## config.mk

```make
export PLATFORM = sky130hd
export DESIGN_NAME = hit_centroid_window_cut_unit
export DESIGN_NICKNAME = d
export VERILOG_FILES = /design/src/hdl/hcw_pkg.sv /design/src/hdl/hcw_queue.sv /design/src/hdl/hcw_front.sv /design/src/hdl/hcw_back.sv /design/src/hdl/hit_centroid_window_cut_unit.sv
export SDC_FILE = /design/constraint.sdc
export NUM_CORES = 1
export LEC_CHECK = 0
export BUFFER_PORTS_ARGS = -buffer_cell sky130_fd_sc_hd__buf_4
export CAP_MARGIN = 20
export CORE_MARGIN = 2
export CORE_UTILIZATION = 60
export CTS_BUF_LIST = sky130_fd_sc_hd__clkbuf_8
export DETAILED_ROUTE_END_ITERATION = 8
export PLACE_DENSITY = 0.79
export SYNTH_ARGS = -nofsm -noshare
export SYNTH_HDL_FRONTEND = slang
export SYNTH_SLANG_ARGS = --single-unit
```

## constraint.sdc

```tcl
create_clock -name clk -period 15.3 [get_ports clk]
set_input_delay 0 -clock clk [delete_from_list [all_inputs] [get_ports clk]]
set_output_delay 0 -clock clk [all_outputs]
set_load 0.005 [all_outputs]
```

## src/hdl/hcw_pkg.sv

```systemverilog
package hcw_pkg;

  localparam int MAX_HITS          = 4096;
  localparam int CHANNELS_PER_SIPM = 128;
  localparam int SIPMS_PER_MAT     = 4;
  localparam int FRAC_BITS         = 8;

  localparam int POS_W  = 11;                 // max position 2047
  localparam int CNT_W  = 13;                 // 0..MAX_HITS
  localparam int SUM_W  = 23;
  localparam int QW     = SUM_W + FRAC_BITS;  // dividend / quotient width
  localparam int STEP_W = $clog2(QW);
  localparam int MEAN_W = 19;
  localparam int CFG_W  = 19;
  localparam int QDEPTH = 2;

  typedef enum logic [2:0] {
    REG_VERT_LOW   = 3'd0,
    REG_VERT_HIGH  = 3'd1,
    REG_HORIZ_LOW  = 3'd2,
    REG_HORIZ_HIGH = 3'd3,
    REG_INVERT     = 3'd4
  } cfg_reg_t;

  typedef enum logic [1:0] {
    BK_IDLE,
    BK_DIV,
    BK_FIN
  } back_state_t;

  // per-event accumulator snapshot, front -> back
  typedef struct packed {
    logic [SUM_W-1:0] vsum;
    logic [CNT_W-1:0] vcnt;
    logic [SUM_W-1:0] hsum;
    logic [CNT_W-1:0] hcnt;
    logic             ovf;
  } snap_t;

  typedef struct packed {
    logic [CFG_W-1:0] vert_low;
    logic [CFG_W-1:0] vert_high;
    logic [CFG_W-1:0] horiz_low;
    logic [CFG_W-1:0] horiz_high;
    logic             invert;
  } win_cfg_t;

  typedef struct packed {
    logic              count_overflow;
    logic              horiz_seen;
    logic [MEAN_W-1:0] horiz_mean;
    logic              vert_seen;
    logic [MEAN_W-1:0] vert_mean;
    logic              accept;
  } res_t;

endpackage

```

## src/hdl/hcw_queue.sv

```systemverilog
module hcw_queue (
  input  logic          clk,
  input  logic          rst_n,
  input  logic          push,
  input  hcw_pkg::snap_t push_data,
  input  logic          pop,
  output hcw_pkg::snap_t pop_data,
  output logic          full,
  output logic          empty
);
  import hcw_pkg::*;

  localparam int PTR_W = $clog2(QDEPTH);

  snap_t               mem_r [QDEPTH];
  logic [PTR_W-1:0]    wr_ptr_r, wr_ptr_nxt;
  logic [PTR_W-1:0]    rd_ptr_r, rd_ptr_nxt;
  logic [PTR_W:0]      cnt_r, cnt_nxt;
  logic                do_push, do_pop;

  assign full     = (cnt_r == (PTR_W+1)'(QDEPTH));
  assign empty    = (cnt_r == '0);
  assign do_push  = push && !full;
  assign do_pop   = pop && !empty;
  assign pop_data = mem_r[rd_ptr_r];

  always_comb begin
    wr_ptr_nxt = wr_ptr_r;
    rd_ptr_nxt = rd_ptr_r;
    cnt_nxt    = cnt_r;
    if (do_push) begin
      wr_ptr_nxt = (wr_ptr_r == PTR_W'(QDEPTH-1)) ? '0 : wr_ptr_r + 1'b1;
    end
    if (do_pop) begin
      rd_ptr_nxt = (rd_ptr_r == PTR_W'(QDEPTH-1)) ? '0 : rd_ptr_r + 1'b1;
    end
    if (do_push && !do_pop) begin
      cnt_nxt = cnt_r + 1'b1;
    end else if (do_pop && !do_push) begin
      cnt_nxt = cnt_r - 1'b1;
    end
  end

  always_ff @(posedge clk) begin
    if (!rst_n) begin
      wr_ptr_r <= '0;
      rd_ptr_r <= '0;
      cnt_r    <= '0;
    end else begin
      wr_ptr_r <= wr_ptr_nxt;
      rd_ptr_r <= rd_ptr_nxt;
      cnt_r    <= cnt_nxt;
    end
  end

  always_ff @(posedge clk) begin
    if (do_push) begin
      mem_r[wr_ptr_r] <= push_data;
    end
  end

endmodule

```

## src/hdl/hcw_front.sv

```systemverilog
module hcw_front (
  input  logic          clk,
  input  logic          rst_n,
  input  logic          hit_beat,
  input  logic          hit_ok,
  input  logic          plane_vertical,
  input  logic [1:0]    mat_index,
  input  logic [1:0]    sipm_index,
  input  logic [6:0]    chan_index,
  input  logic          event_end,
  output logic          push,
  output hcw_pkg::snap_t push_data
);
  import hcw_pkg::*;

  logic [SUM_W-1:0] vsum_r, vsum_nxt, hsum_r, hsum_nxt;
  logic [CNT_W-1:0] vcnt_r, vcnt_nxt, hcnt_r, hcnt_nxt;
  logic             ovf_r, ovf_nxt;
  logic [POS_W-1:0] pos;
  snap_t            upd;

  assign pos = POS_W'(mat_index) * POS_W'(SIPMS_PER_MAT * CHANNELS_PER_SIPM)
             + POS_W'(sipm_index) * POS_W'(CHANNELS_PER_SIPM)
             + POS_W'(chan_index);

  always_comb begin
    upd.vsum = vsum_r;
    upd.vcnt = vcnt_r;
    upd.hsum = hsum_r;
    upd.hcnt = hcnt_r;
    upd.ovf  = ovf_r;
    if (hit_ok) begin
      if (plane_vertical) begin
        if (vcnt_r >= CNT_W'(MAX_HITS)) begin
          upd.ovf = 1'b1;
        end else begin
          upd.vsum = vsum_r + SUM_W'(pos);
          upd.vcnt = vcnt_r + 1'b1;
        end
      end else begin
        if (hcnt_r >= CNT_W'(MAX_HITS)) begin
          upd.ovf = 1'b1;
        end else begin
          upd.hsum = hsum_r + SUM_W'(pos);
          upd.hcnt = hcnt_r + 1'b1;
        end
      end
    end
  end

  assign push      = hit_beat && event_end;
  assign push_data = upd;

  always_comb begin
    vsum_nxt = vsum_r;
    vcnt_nxt = vcnt_r;
    hsum_nxt = hsum_r;
    hcnt_nxt = hcnt_r;
    ovf_nxt  = ovf_r;
    if (hit_beat) begin
      if (event_end) begin
        vsum_nxt = '0;
        vcnt_nxt = '0;
        hsum_nxt = '0;
        hcnt_nxt = '0;
        ovf_nxt  = 1'b0;
      end else begin
        vsum_nxt = upd.vsum;
        vcnt_nxt = upd.vcnt;
        hsum_nxt = upd.hsum;
        hcnt_nxt = upd.hcnt;
        ovf_nxt  = upd.ovf;
      end
    end
  end

  always_ff @(posedge clk) begin
    if (!rst_n) begin
      vsum_r <= '0;
      vcnt_r <= '0;
      hsum_r <= '0;
      hcnt_r <= '0;
      ovf_r  <= 1'b0;
    end else begin
      vsum_r <= vsum_nxt;
      vcnt_r <= vcnt_nxt;
      hsum_r <= hsum_nxt;
      hcnt_r <= hcnt_nxt;
      ovf_r  <= ovf_nxt;
    end
  end

endmodule

```

## src/hdl/hcw_back.sv

```systemverilog
module hcw_back (
  input  logic             clk,
  input  logic             rst_n,
  input  logic             q_empty,
  input  hcw_pkg::snap_t   q_data,
  output logic             q_pop,
  input  hcw_pkg::win_cfg_t cfg,
  output logic             res_valid,
  input  logic             res_ready,
  output hcw_pkg::res_t    res
);
  import hcw_pkg::*;

  back_state_t       st_r, st_nxt;
  logic [STEP_W-1:0] step_r, step_nxt;
  snap_t             snap_r, snap_nxt;
  logic [QW-1:0]     vdiv_r, vdiv_nxt, hdiv_r, hdiv_nxt;
  logic [QW-1:0]     vq_r, vq_nxt, hq_r, hq_nxt;
  logic [CNT_W-1:0]  vrem_r, vrem_nxt, hrem_r, hrem_nxt;
  logic              out_valid_r, out_valid_nxt;
  res_t              res_r, res_nxt;

  logic [CNT_W:0]    vrem_sh, hrem_sh;
  logic              vge, hge;
  logic              vseen, hseen, vpass, hpass;

  // test on exact mean via quotient and remainder: x/c vs integer bound
  function automatic logic plane_pass(input logic [QW-1:0]    q,
                                      input logic             rnz,
                                      input logic [CFG_W-1:0] lo,
                                      input logic [CFG_W-1:0] hi,
                                      input logic             inv);
    logic [QW-1:0] lo_x;
    logic [QW-1:0] hi_x;
    logic          below, above, gt_lo, lt_hi;
    lo_x  = QW'(lo);
    hi_x  = QW'(hi);
    below = q < lo_x;
    above = (q > hi_x) || ((q == hi_x) && rnz);
    gt_lo = (q > lo_x) || ((q == lo_x) && rnz);
    lt_hi = q < hi_x;
    return inv ? !(gt_lo && lt_hi) : !(below || above);
  endfunction

  // one restoring-division step per plane
  assign vrem_sh = {vrem_r, vdiv_r[QW-1]};
  assign hrem_sh = {hrem_r, hdiv_r[QW-1]};
  assign vge     = vrem_sh >= {1'b0, snap_r.vcnt};
  assign hge     = hrem_sh >= {1'b0, snap_r.hcnt};

  assign vseen = snap_r.vcnt != '0;
  assign hseen = snap_r.hcnt != '0;
  assign vpass = plane_pass(vq_r, vrem_r != '0, cfg.vert_low, cfg.vert_high, cfg.invert);
  assign hpass = plane_pass(hq_r, hrem_r != '0, cfg.horiz_low, cfg.horiz_high, cfg.invert);

  always_comb begin
    st_nxt        = st_r;
    step_nxt      = step_r;
    snap_nxt      = snap_r;
    vdiv_nxt      = vdiv_r;
    hdiv_nxt      = hdiv_r;
    vq_nxt        = vq_r;
    hq_nxt        = hq_r;
    vrem_nxt      = vrem_r;
    hrem_nxt      = hrem_r;
    res_nxt       = res_r;
    q_pop         = 1'b0;
    out_valid_nxt = out_valid_r && !res_ready;
    unique case (st_r)
      BK_IDLE: begin
        if (!q_empty) begin
          q_pop    = 1'b1;
          snap_nxt = q_data;
          vdiv_nxt = {q_data.vsum, FRAC_BITS'(0)};
          hdiv_nxt = {q_data.hsum, FRAC_BITS'(0)};
          vq_nxt   = '0;
          hq_nxt   = '0;
          vrem_nxt = '0;
          hrem_nxt = '0;
          step_nxt = '0;
          st_nxt   = BK_DIV;
        end
      end
      BK_DIV: begin
        vdiv_nxt = {vdiv_r[QW-2:0], 1'b0};
        hdiv_nxt = {hdiv_r[QW-2:0], 1'b0};
        vq_nxt   = {vq_r[QW-2:0], vge};
        hq_nxt   = {hq_r[QW-2:0], hge};
        vrem_nxt = vge ? CNT_W'(vrem_sh - {1'b0, snap_r.vcnt}) : vrem_sh[CNT_W-1:0];
        hrem_nxt = hge ? CNT_W'(hrem_sh - {1'b0, snap_r.hcnt}) : hrem_sh[CNT_W-1:0];
        if (step_r == STEP_W'(QW-1)) begin
          st_nxt = BK_FIN;
        end else begin
          step_nxt = step_r + 1'b1;
        end
      end
      BK_FIN: begin
        if (!out_valid_r || res_ready) begin
          res_nxt.accept         = vseen && hseen && !snap_r.ovf && vpass && hpass;
          res_nxt.vert_mean      = vseen ? vq_r[MEAN_W-1:0] : '0;
          res_nxt.vert_seen      = vseen;
          res_nxt.horiz_mean     = hseen ? hq_r[MEAN_W-1:0] : '0;
          res_nxt.horiz_seen     = hseen;
          res_nxt.count_overflow = snap_r.ovf;
          out_valid_nxt          = 1'b1;
          st_nxt                 = BK_IDLE;
        end
      end
      default: st_nxt = BK_IDLE;
    endcase
  end

  always_ff @(posedge clk) begin
    if (!rst_n) begin
      st_r        <= BK_IDLE;
      out_valid_r <= 1'b0;
      step_r      <= '0;
    end else begin
      st_r        <= st_nxt;
      out_valid_r <= out_valid_nxt;
      step_r      <= step_nxt;
    end
  end

  always_ff @(posedge clk) begin
    snap_r <= snap_nxt;
    vdiv_r <= vdiv_nxt;
    hdiv_r <= hdiv_nxt;
    vq_r   <= vq_nxt;
    hq_r   <= hq_nxt;
    vrem_r <= vrem_nxt;
    hrem_r <= hrem_nxt;
    res_r  <= res_nxt;
  end

  assign res_valid = out_valid_r;
  assign res       = res_r;

endmodule

```

## src/hdl/hit_centroid_window_cut_unit.sv

```systemverilog
// Flow: the beat carrying in_tlast queues an event snapshot; the back end then
//   goes through queue pop, one-bit-per-cycle division and result load to out_tvalid.
// Throughput: hits are taken one per cycle unless the event queue is full; the back
//   end divides one event at a time, a two-entry event queue absorbs short bursts.
// Reset (rst_n low, synchronous): accumulators, queue, divider FSM and output
//   valid are cleared; window registers return to their defaults.
module hit_centroid_window_cut_unit (
  input  logic        clk,
  input  logic        rst_n,
  // hit input stream
  input  logic        in_tvalid,
  output logic        in_tready,
  input  logic [15:0] in_tdata,   // [1:0] mat_index, [3:2] sipm_index, [10:4] chan_index
  input  logic [1:0]  in_tuser,   // [0] hit_ok, [1] plane_vertical
  input  logic        in_tlast,   // event_end
  // per-event result stream
  output logic        out_tvalid,
  input  logic        out_tready,
  output logic [47:0] out_tdata,  // [0] accept, [19:1] vert_mean, [20] vert_seen,
                                  // [39:21] horiz_mean, [40] horiz_seen,
                                  // [41] count_overflow
  // register port
  input  logic        cfg_psel,
  input  logic        cfg_penable,
  input  logic        cfg_pwrite,
  input  logic [4:0]  cfg_paddr,
  input  logic [31:0] cfg_pwdata,
  output logic [31:0] cfg_prdata,
  output logic        cfg_pready
);
  import hcw_pkg::*;

  localparam logic [CFG_W-1:0] WIN_HIGH_RST = CFG_W'(393216);

  win_cfg_t cfg_r, cfg_nxt;
  cfg_reg_t reg_sel;
  logic     cfg_wr;

  logic     hit_beat;
  logic     push, pop, q_full, q_empty;
  snap_t    push_data, pop_data;
  res_t     res;
  logic     res_valid;

  // ---------------- register file ----------------
  assign cfg_pready = 1'b1;
  assign cfg_wr     = cfg_psel && cfg_penable && cfg_pwrite && cfg_pready;
  assign reg_sel    = cfg_reg_t'(cfg_paddr[4:2]);

  always_comb begin
    cfg_nxt = cfg_r;
    if (cfg_wr) begin
      unique case (reg_sel)
        REG_VERT_LOW:   cfg_nxt.vert_low   = cfg_pwdata[CFG_W-1:0];
        REG_VERT_HIGH:  cfg_nxt.vert_high  = cfg_pwdata[CFG_W-1:0];
        REG_HORIZ_LOW:  cfg_nxt.horiz_low  = cfg_pwdata[CFG_W-1:0];
        REG_HORIZ_HIGH: cfg_nxt.horiz_high = cfg_pwdata[CFG_W-1:0];
        REG_INVERT:     cfg_nxt.invert     = cfg_pwdata[0];
        default:        cfg_nxt            = cfg_r;  // unmapped, ignored
      endcase
    end
  end

  always_comb begin
    unique case (reg_sel)
      REG_VERT_LOW:   cfg_prdata = 32'(cfg_r.vert_low);
      REG_VERT_HIGH:  cfg_prdata = 32'(cfg_r.vert_high);
      REG_HORIZ_LOW:  cfg_prdata = 32'(cfg_r.horiz_low);
      REG_HORIZ_HIGH: cfg_prdata = 32'(cfg_r.horiz_high);
      REG_INVERT:     cfg_prdata = 32'(cfg_r.invert);
      default:        cfg_prdata = '0;
    endcase
  end

  always_ff @(posedge clk) begin
    if (!rst_n) begin
      cfg_r.vert_low   <= '0;
      cfg_r.vert_high  <= WIN_HIGH_RST;
      cfg_r.horiz_low  <= '0;
      cfg_r.horiz_high <= WIN_HIGH_RST;
      cfg_r.invert     <= 1'b0;
    end else begin
      cfg_r <= cfg_nxt;
    end
  end

  // ---------------- front end: per-plane sums and counts ----------------
  // Stalls only when the event queue is full.
  assign in_tready = !q_full;
  assign hit_beat  = in_tvalid && in_tready;

  hcw_front u_front (
    .clk            (clk),
    .rst_n          (rst_n),
    .hit_beat       (hit_beat),
    .hit_ok         (in_tuser[0]),
    .plane_vertical (in_tuser[1]),
    .mat_index      (in_tdata[1:0]),
    .sipm_index     (in_tdata[3:2]),
    .chan_index     (in_tdata[10:4]),
    .event_end      (in_tlast),
    .push           (push),
    .push_data      (push_data)
  );

  // ---------------- event snapshot queue ----------------
  hcw_queue u_queue (
    .clk       (clk),
    .rst_n     (rst_n),
    .push      (push),
    .push_data (push_data),
    .pop       (pop),
    .pop_data  (pop_data),
    .full      (q_full),
    .empty     (q_empty)
  );

  // ---------------- back end: means, window cut, output register ----------------
  // Window test uses quotient and remainder, so it matches the unrounded mean.
  hcw_back u_back (
    .clk       (clk),
    .rst_n     (rst_n),
    .q_empty   (q_empty),
    .q_data    (pop_data),
    .q_pop     (pop),
    .cfg       (cfg_r),
    .res_valid (res_valid),
    .res_ready (out_tready),
    .res       (res)
  );

  assign out_tvalid = res_valid;
  assign out_tdata  = {6'b0, res.count_overflow, res.horiz_seen, res.horiz_mean,
                       res.vert_seen, res.vert_mean, res.accept};

endmodule

```

* Yosys cells after proc, flatten, opt, wreduce, memory -nomap -nowiden
Memories as Yosys holds them, arrays and structs flattened. A register that Yosys moved wholly into a read port is not among the register bits. Cells that the tools add are included.
Storage, ports and cells: flip-flop bits (word level) 381, latch bits 0, RAM bits 146, bits in read-only memories 0, input port bits 63, output and inout bits 83, memories 1
Cells by class: add/subtract/negate cells 13, multiply operators 0, div/mod/pow operators 0, $lt $le $gt $ge 12, equal/unequal tests 16, shift-type cells 0, multiplexer cells 47, bitwise gates (word level) 1, reduce and logical (&&, ||, !) cells 56
Memories:
- u_queue.mem_r | depth 2, bits a word 73, read ports 1, clocked after Yosys merged registers in 1, wr ports 1, line hcw_queue.sv:15 | snap_t mem_r [QDEPTH];
Operator list (count):
- case mux 31 bit (2 select lines) | 4
- 2-to-1 mux 36 bit | 4
- equality test 31 x 19 -> 1 bit | 4
- > comparator 31 x 19 -> 1 bit | 4
- < comparator 31 x 19 -> 1 bit | 4
- case mux 19 bit (5 select lines) | 1
- 2-to-1 mux 31 bit | 3
- 2-to-1 mux 73 bit | 1
- 2-to-1 mux 13 bit | 5
- case mux 13 bit (2 select lines) | 2
- nonzero test 13 bit | 4
- adder 23 x 11 -> 23 bit | 2
- 2-to-1 mux 23 bit | 2
- >= comparator 14 x 13 -> 1 bit | 2
- adder 13 x 1 -> 13 bit, second input constant | 2
- >= comparator 13 bit, second input constant | 2
- subtractor 13 bit | 2
- logical AND 1 bit | 19
- 2-to-1 mux 1 bit | 16
- AND reduction 2 bit | 8
- adder 11 x 7 -> 11 bit | 1
- adder 11 x 9 -> 11 bit | 1
- logical NOT 1 bit | 11
- 2-to-1 mux 2 bit | 5
- 21 further kinds | 36

* Logic depth before layout (Yosys ltp)
depth in word-level cells 9, depth in mapped cells 11

* Cells and area by module
From an unflattened synthesis, not the netlist that was laid out.
Second synthesis, totals: cell total of the unflattened synthesis 2276, area, all modules 25518.2 um2
By module, submodules not included:
- hcw_back | instances 1, cells each 1047, area an instance 11491.0 um2
- hcw_queue | instances 1, cells each 252, area an instance 5524.0 um2
- hcw_front | instances 1, cells each 623, area an instance 4845.9 um2
- hit_centroid_window_cut_unit | instances 1, cells each 354, area an instance 3657.3 um2

* Worst setup path before layout
No wires, ideal clock.
path kind register to register, from register u_queue.cnt_r[0], to register u_back.hdiv_r[10] (enable), setup time 0.630 ns, data arrival time 6.039 ns, required time 14.670 ns, setup slack 8.631 ns, cell stages (with the launch flop) 3, path buffers 0, period minus slack after synthesis 6.669 ns, cells stage by stage dfxtp_1 > nor3_1 > nor2_1
On the way: word-level cells in the longest chain between the ends 3
Ends and longest elaborated chain:
- start, declared | line hcw_queue.sv:18 | logic [PTR_W:0] cnt_r, cnt_nxt;
- start signal, assigned | line hcw_queue.sv:52 | cnt_r <= cnt_nxt;
- logical NOT 2 bit | line hcw_queue.sv:22 | assign empty = (cnt_r == '0);
- != test 2 bit (no source line)
- AND reduction 2 bit (no source line)
- end signal, assigned | line hcw_back.sv:128 | hdiv_r <= hdiv_nxt;
- end, declared | line hcw_back.sv:17 | logic [QW-1:0] vdiv_r, vdiv_nxt, hdiv_r, hdiv_nxt;
No other way between the ends. A chain may end at the register's enable or synchronous reset.

* Worst setup path in the final report
from register u_queue.cnt_r[0], to memory u_queue.mem_r[0][59] (netlist name) (enable)
On the way: word-level cells in the longest chain between the ends 7
Ends and longest elaborated chain:
- equality test 2 bit (*) | line hcw_queue.sv:21 | assign full = (cnt_r == (PTR_W+1)'(QDEPTH));
- logical NOT 1 bit (*) | line hcw_queue.sv:23, hit_centroid_window_cut_unit.sv:89
- logical AND 1 bit | line hit_centroid_window_cut_unit.sv:90 | assign hit_beat = in_tvalid && in_tready;
- logical AND 1 bit | line hcw_front.sv:51 | assign push = hit_beat && event_end;
- logical AND 1 bit (*) | line hcw_queue.sv:23 | assign do_push = push && !full;
- 2-to-1 mux 1 bit (*) | line hcw_queue.sv:57 | if (do_push) begin
- 2-to-1 mux 1 bit (implied by the code) (*) | line hcw_queue.sv:58 | mem_r[wr_ptr_r] <= push_data;
- end, declared | line hcw_queue.sv:15
Every way passes the cells marked *; elsewhere a longest branch is shown, timed or not.

==> summary.md <==
| Metric | Value |
|---|---|
| Async set-reset flop share out of synthesis | `0%` |
| Initial Util | `between 60% and 70%` |
| Top cells by area, synth | `edfxtp_1 (42%), dfxtp_1 (13%), ha_1 (6.6%)` |
| Clock transition at path regs | `0.06 ns` |
| RSZ-0062 raised after global routing | `false` |
| Tmin final | `slightly above 3 ns` |
| Core area | `0.0410 mm2` |
| Pwr Total | `0.00459 W` |
| Share of cells above drive strength 1 | `between 10% and 20%` |
| H-tree depth | `3` |
| Layout area overhead | `12.5%` |
| Final Cycle Share | `between 10% and 20%` |
| Syn_area_per_cell | `10.9 um2` |
| Die width | `208 um` |
| Deepest clock path buffer count | `3` |
| Largest net degree at the start of global routing | `80` |
| Routed met1 length | `22.4 mm` |
| Mapped Area | `~0.025 mm2` |
| DIE AREA | `0.0434 mm2` |
| Antenna Nets Post-Route | `0` |
| Switching Share | `33.6%` |
| Placed Instances | `2849` |
| Post-route non-filler standard cell count | `3040` |
| Synth area leader | `edfxtp_1` |
| Register area share after synthesis | `54.9%` |
| Pleak | `roughly 10 nW` |
| Crit path capture type | `register` |
| I/O Pins | `approximately 150` |
| Post-synth EDFFs | `349` |
| Clk network pwr share | `24.8%` |
| Max Used Layer | `met4` |
| Int Power | `0.00305 W` |
| Kind of critical path | `reg -> reg` |
| Hold WC Path Type | `in -> reg` |
| Final Skew | `0.0327 ns` |
| Vias in the first global route | `18000` |
| FMAX | `328 MHz` |
| Syn. warnings | `0` |
| Critical Path RT | `15.56 ns` |
| Worst-Margin Slew | `1.06 ns` |
| Worst Setup Start Kind | `register` |
| Sw Pwr | `0.00154 W` |
| Met2 wire length | `28.7 mm` |
| Slew HR | `29.1%` |
| First DRT Iteration DRCs | `between 1000 and 1500` |
| First drt pass iteration count | `6` |
| Ys flop type | `edfxtp_1` |
| CTS Buf Count | `a little over 80` |
| Length of routed met3 wiring | `3.68 mm` |
| Total global routing overflow | `0` |
| Critical path arrival | `3.31 ns` |
| DRC | `0` |
| Commonest cells after routing, fill and taps aside | `edfxtp_1 (349), nand2_1 (295), dfxtp_1 (162)` |
| Via density | `approximately 6` |
| TritonCTS clock tree | `yes` |
| Max FO, Critical Path | `36` |
| Clk Latency, worst-skew pair | `0.64 ns` |
| Fin. Hold Viols | `0` |
| Gate power share | `30.5%` |
| Flop pwr share | `44.7%` |
| Nets | `2637` |
| CTS Hold Bufs | `35` |
| Yosys cell types | `80` |
| Slew Limit Fails | `0` |
| Ant. Diodes | `0` |
| Routed len/inst | `18.7 um` |
| Mapped Cells | `2305` |
| Number of clock sinks | `512` |
| Power Dens Cells | `163 mW/mm2` |
| Share of the synthesized area in the top cell type | `41.9%` |
| IO Port Bufs | `105` |
| Filler instances | `3005` |
| Drt total wl | `between 50 and 60 mm` |
| Global-route wire length before repair | `about 91 mm` |
| Root Driver | `clkbuf_8` |
| Initial antenna violation count | `0` |
| Total GRT Usage | `about a quarter` |
| Max cap viols | `0` |
| Setup repair bufs after CTS | `0` |
| Peak VDD IR | `94.1 uV` |
| # setup viols final | `0` |
| Die Span Y | `208 um` |
| Total number of vias | `17900` |
| Synth Register Bits | `512` |
| Commonest non-fill, non-tap cell in the layout | `edfxtp_1` |
| Outcome | `finished clean` |
| Setup TNS | `0 ns` |
| Post-DP HPWL | `around 38 mm` |
| Post-cts sizing count | `0` |
| RD Place Congestion | `0.917` |
| Cell Rows | `74` |
==> synth_stat cells, drive strengths merged (37+ instances only) <==
library cell / count
nand2: 296
mux2i: 61
nand3: 41
a21boi: 51
a21oi: 108
nor2: 132
dfxtp: 163
clkbuf: 92
o21ai: 118
xnor2: 54
edfxtp: 349
buf: 37
ha: 131
inv: 121
and2: 106
==> stage by stage <==
stage	area (um2)	util [%]	worst slack [ns]	hold slack [ns]
floorplan	25100	-	8.63	0.136
global placement	26100	63.7	11.89	0.257
detailed placement	26100	63.7	11.86	0.266
CTS	28100	68.5	11.84	0.0167
global route	28200	68.7	12.08	0.0807
finish	28200	68.7	12.25	0.0611
==> area by class of cell <==
| type | count | area (um2) | share of cell area, % |
|---|---|---|---|
| Sequential cell | 512 | 13700 | 48.8 |
| Multi-Input combinational cell | 1560 | 10300 | 36.7 |
| Clock buffer | 99 | 1360 | 4.84 |
| Timing Repair Buffer | 160 | 1320 | 4.67 |
| Tap cell | 532 | 666 | 2.36 |
| Inverter | 122 | 458 | 1.63 |
| Clock inverter | 55 | 267 | 0.946 |
==> logic make-up after synthesis <==
family / count (synthesis) / share of synthesized area (%)
other: 2 / 0.0300
buffers and inverters: 251 / 4.19
and+or+nand+nor: 757 / 14.7
muxes: 92 / 3.84
DFF: 512 / 54.9
AOI/OAI and AO/OA: 479 / 12.7
adders and majority gates: 135 / 6.87
xor gates and xnor gates: 77 / 2.70
==> worst paths after layout <==
check                                       from  slack (ns)                    to  depth (start not counted)
worst max register to register  u_queue.cnt_r[0]       12.25  u_queue.mem_r[0][59]                          6
worst min-delay path                 in_tdata[6]        0.06  u_queue.mem_r[0][16]                          4
worst min register to register         cfg_r[13]        0.47             cfg_r[13]                          2
worst max-delay path            u_queue.cnt_r[0]       12.25  u_queue.mem_r[0][59]                          6
==> power groups by stage <==
stage               Combinational, W  Sequential (W)  Clock (W)
finish                       0.00140         0.00206    0.00114
global route                 0.00158         0.00208    0.00122
CTS                          0.00140         0.00206    0.00116
detailed placement           0.00138         0.00208          0
global placement             0.00131         0.00207          0
floorplan                    0.00109         0.00204          0
==> registers in the layout (all words and copies together) (netlist names), 2 cells and up, named ones only <==
| signal | cells |
|---|---|
| u_front.vcnt_r | 13 |
| u_back.vdiv_r | 23 |
| u_back.snap_r | 27 |
| u_back.hq_r | 31 |
| cfg_r | 77 |
| u_back.vq_r | 31 |
| u_back.st_r | 2 |
| u_back.vrem_r | 13 |
| u_queue.cnt_r | 2 |
| u_back.hdiv_r | 23 |
| u_front.hcnt_r | 13 |
| u_front.hsum_r | 23 |
| u_back.res | 42 |
| u_queue.mem_r | 146 |
| u_back.hrem_r | 13 |
| u_front.vsum_r | 23 |
| u_back.step_r | 5 |
==> worst max-delay path, stage by stage, from the launching register on <==
cell      delay (ns)
dfxtp_1         0.42
nand2b_1        0.31
and2_1          0.17
buf_4           0.26
nand2_1         0.31
nor2_4          0.60
buf_4           0.57
==> layer usage <==
| layer | up-vias | GRT usage [%] |
|---|---|---|
| met4 | 0 | 12.6 |
| met5 | - | 0 |
| met1 | 8503 | 31.1 |
| li1 | 8561 | - |
| met2 | 648 | 46.9 |
| met3 | 140 | 3.94 |
(Power assumes the default switching activity.)
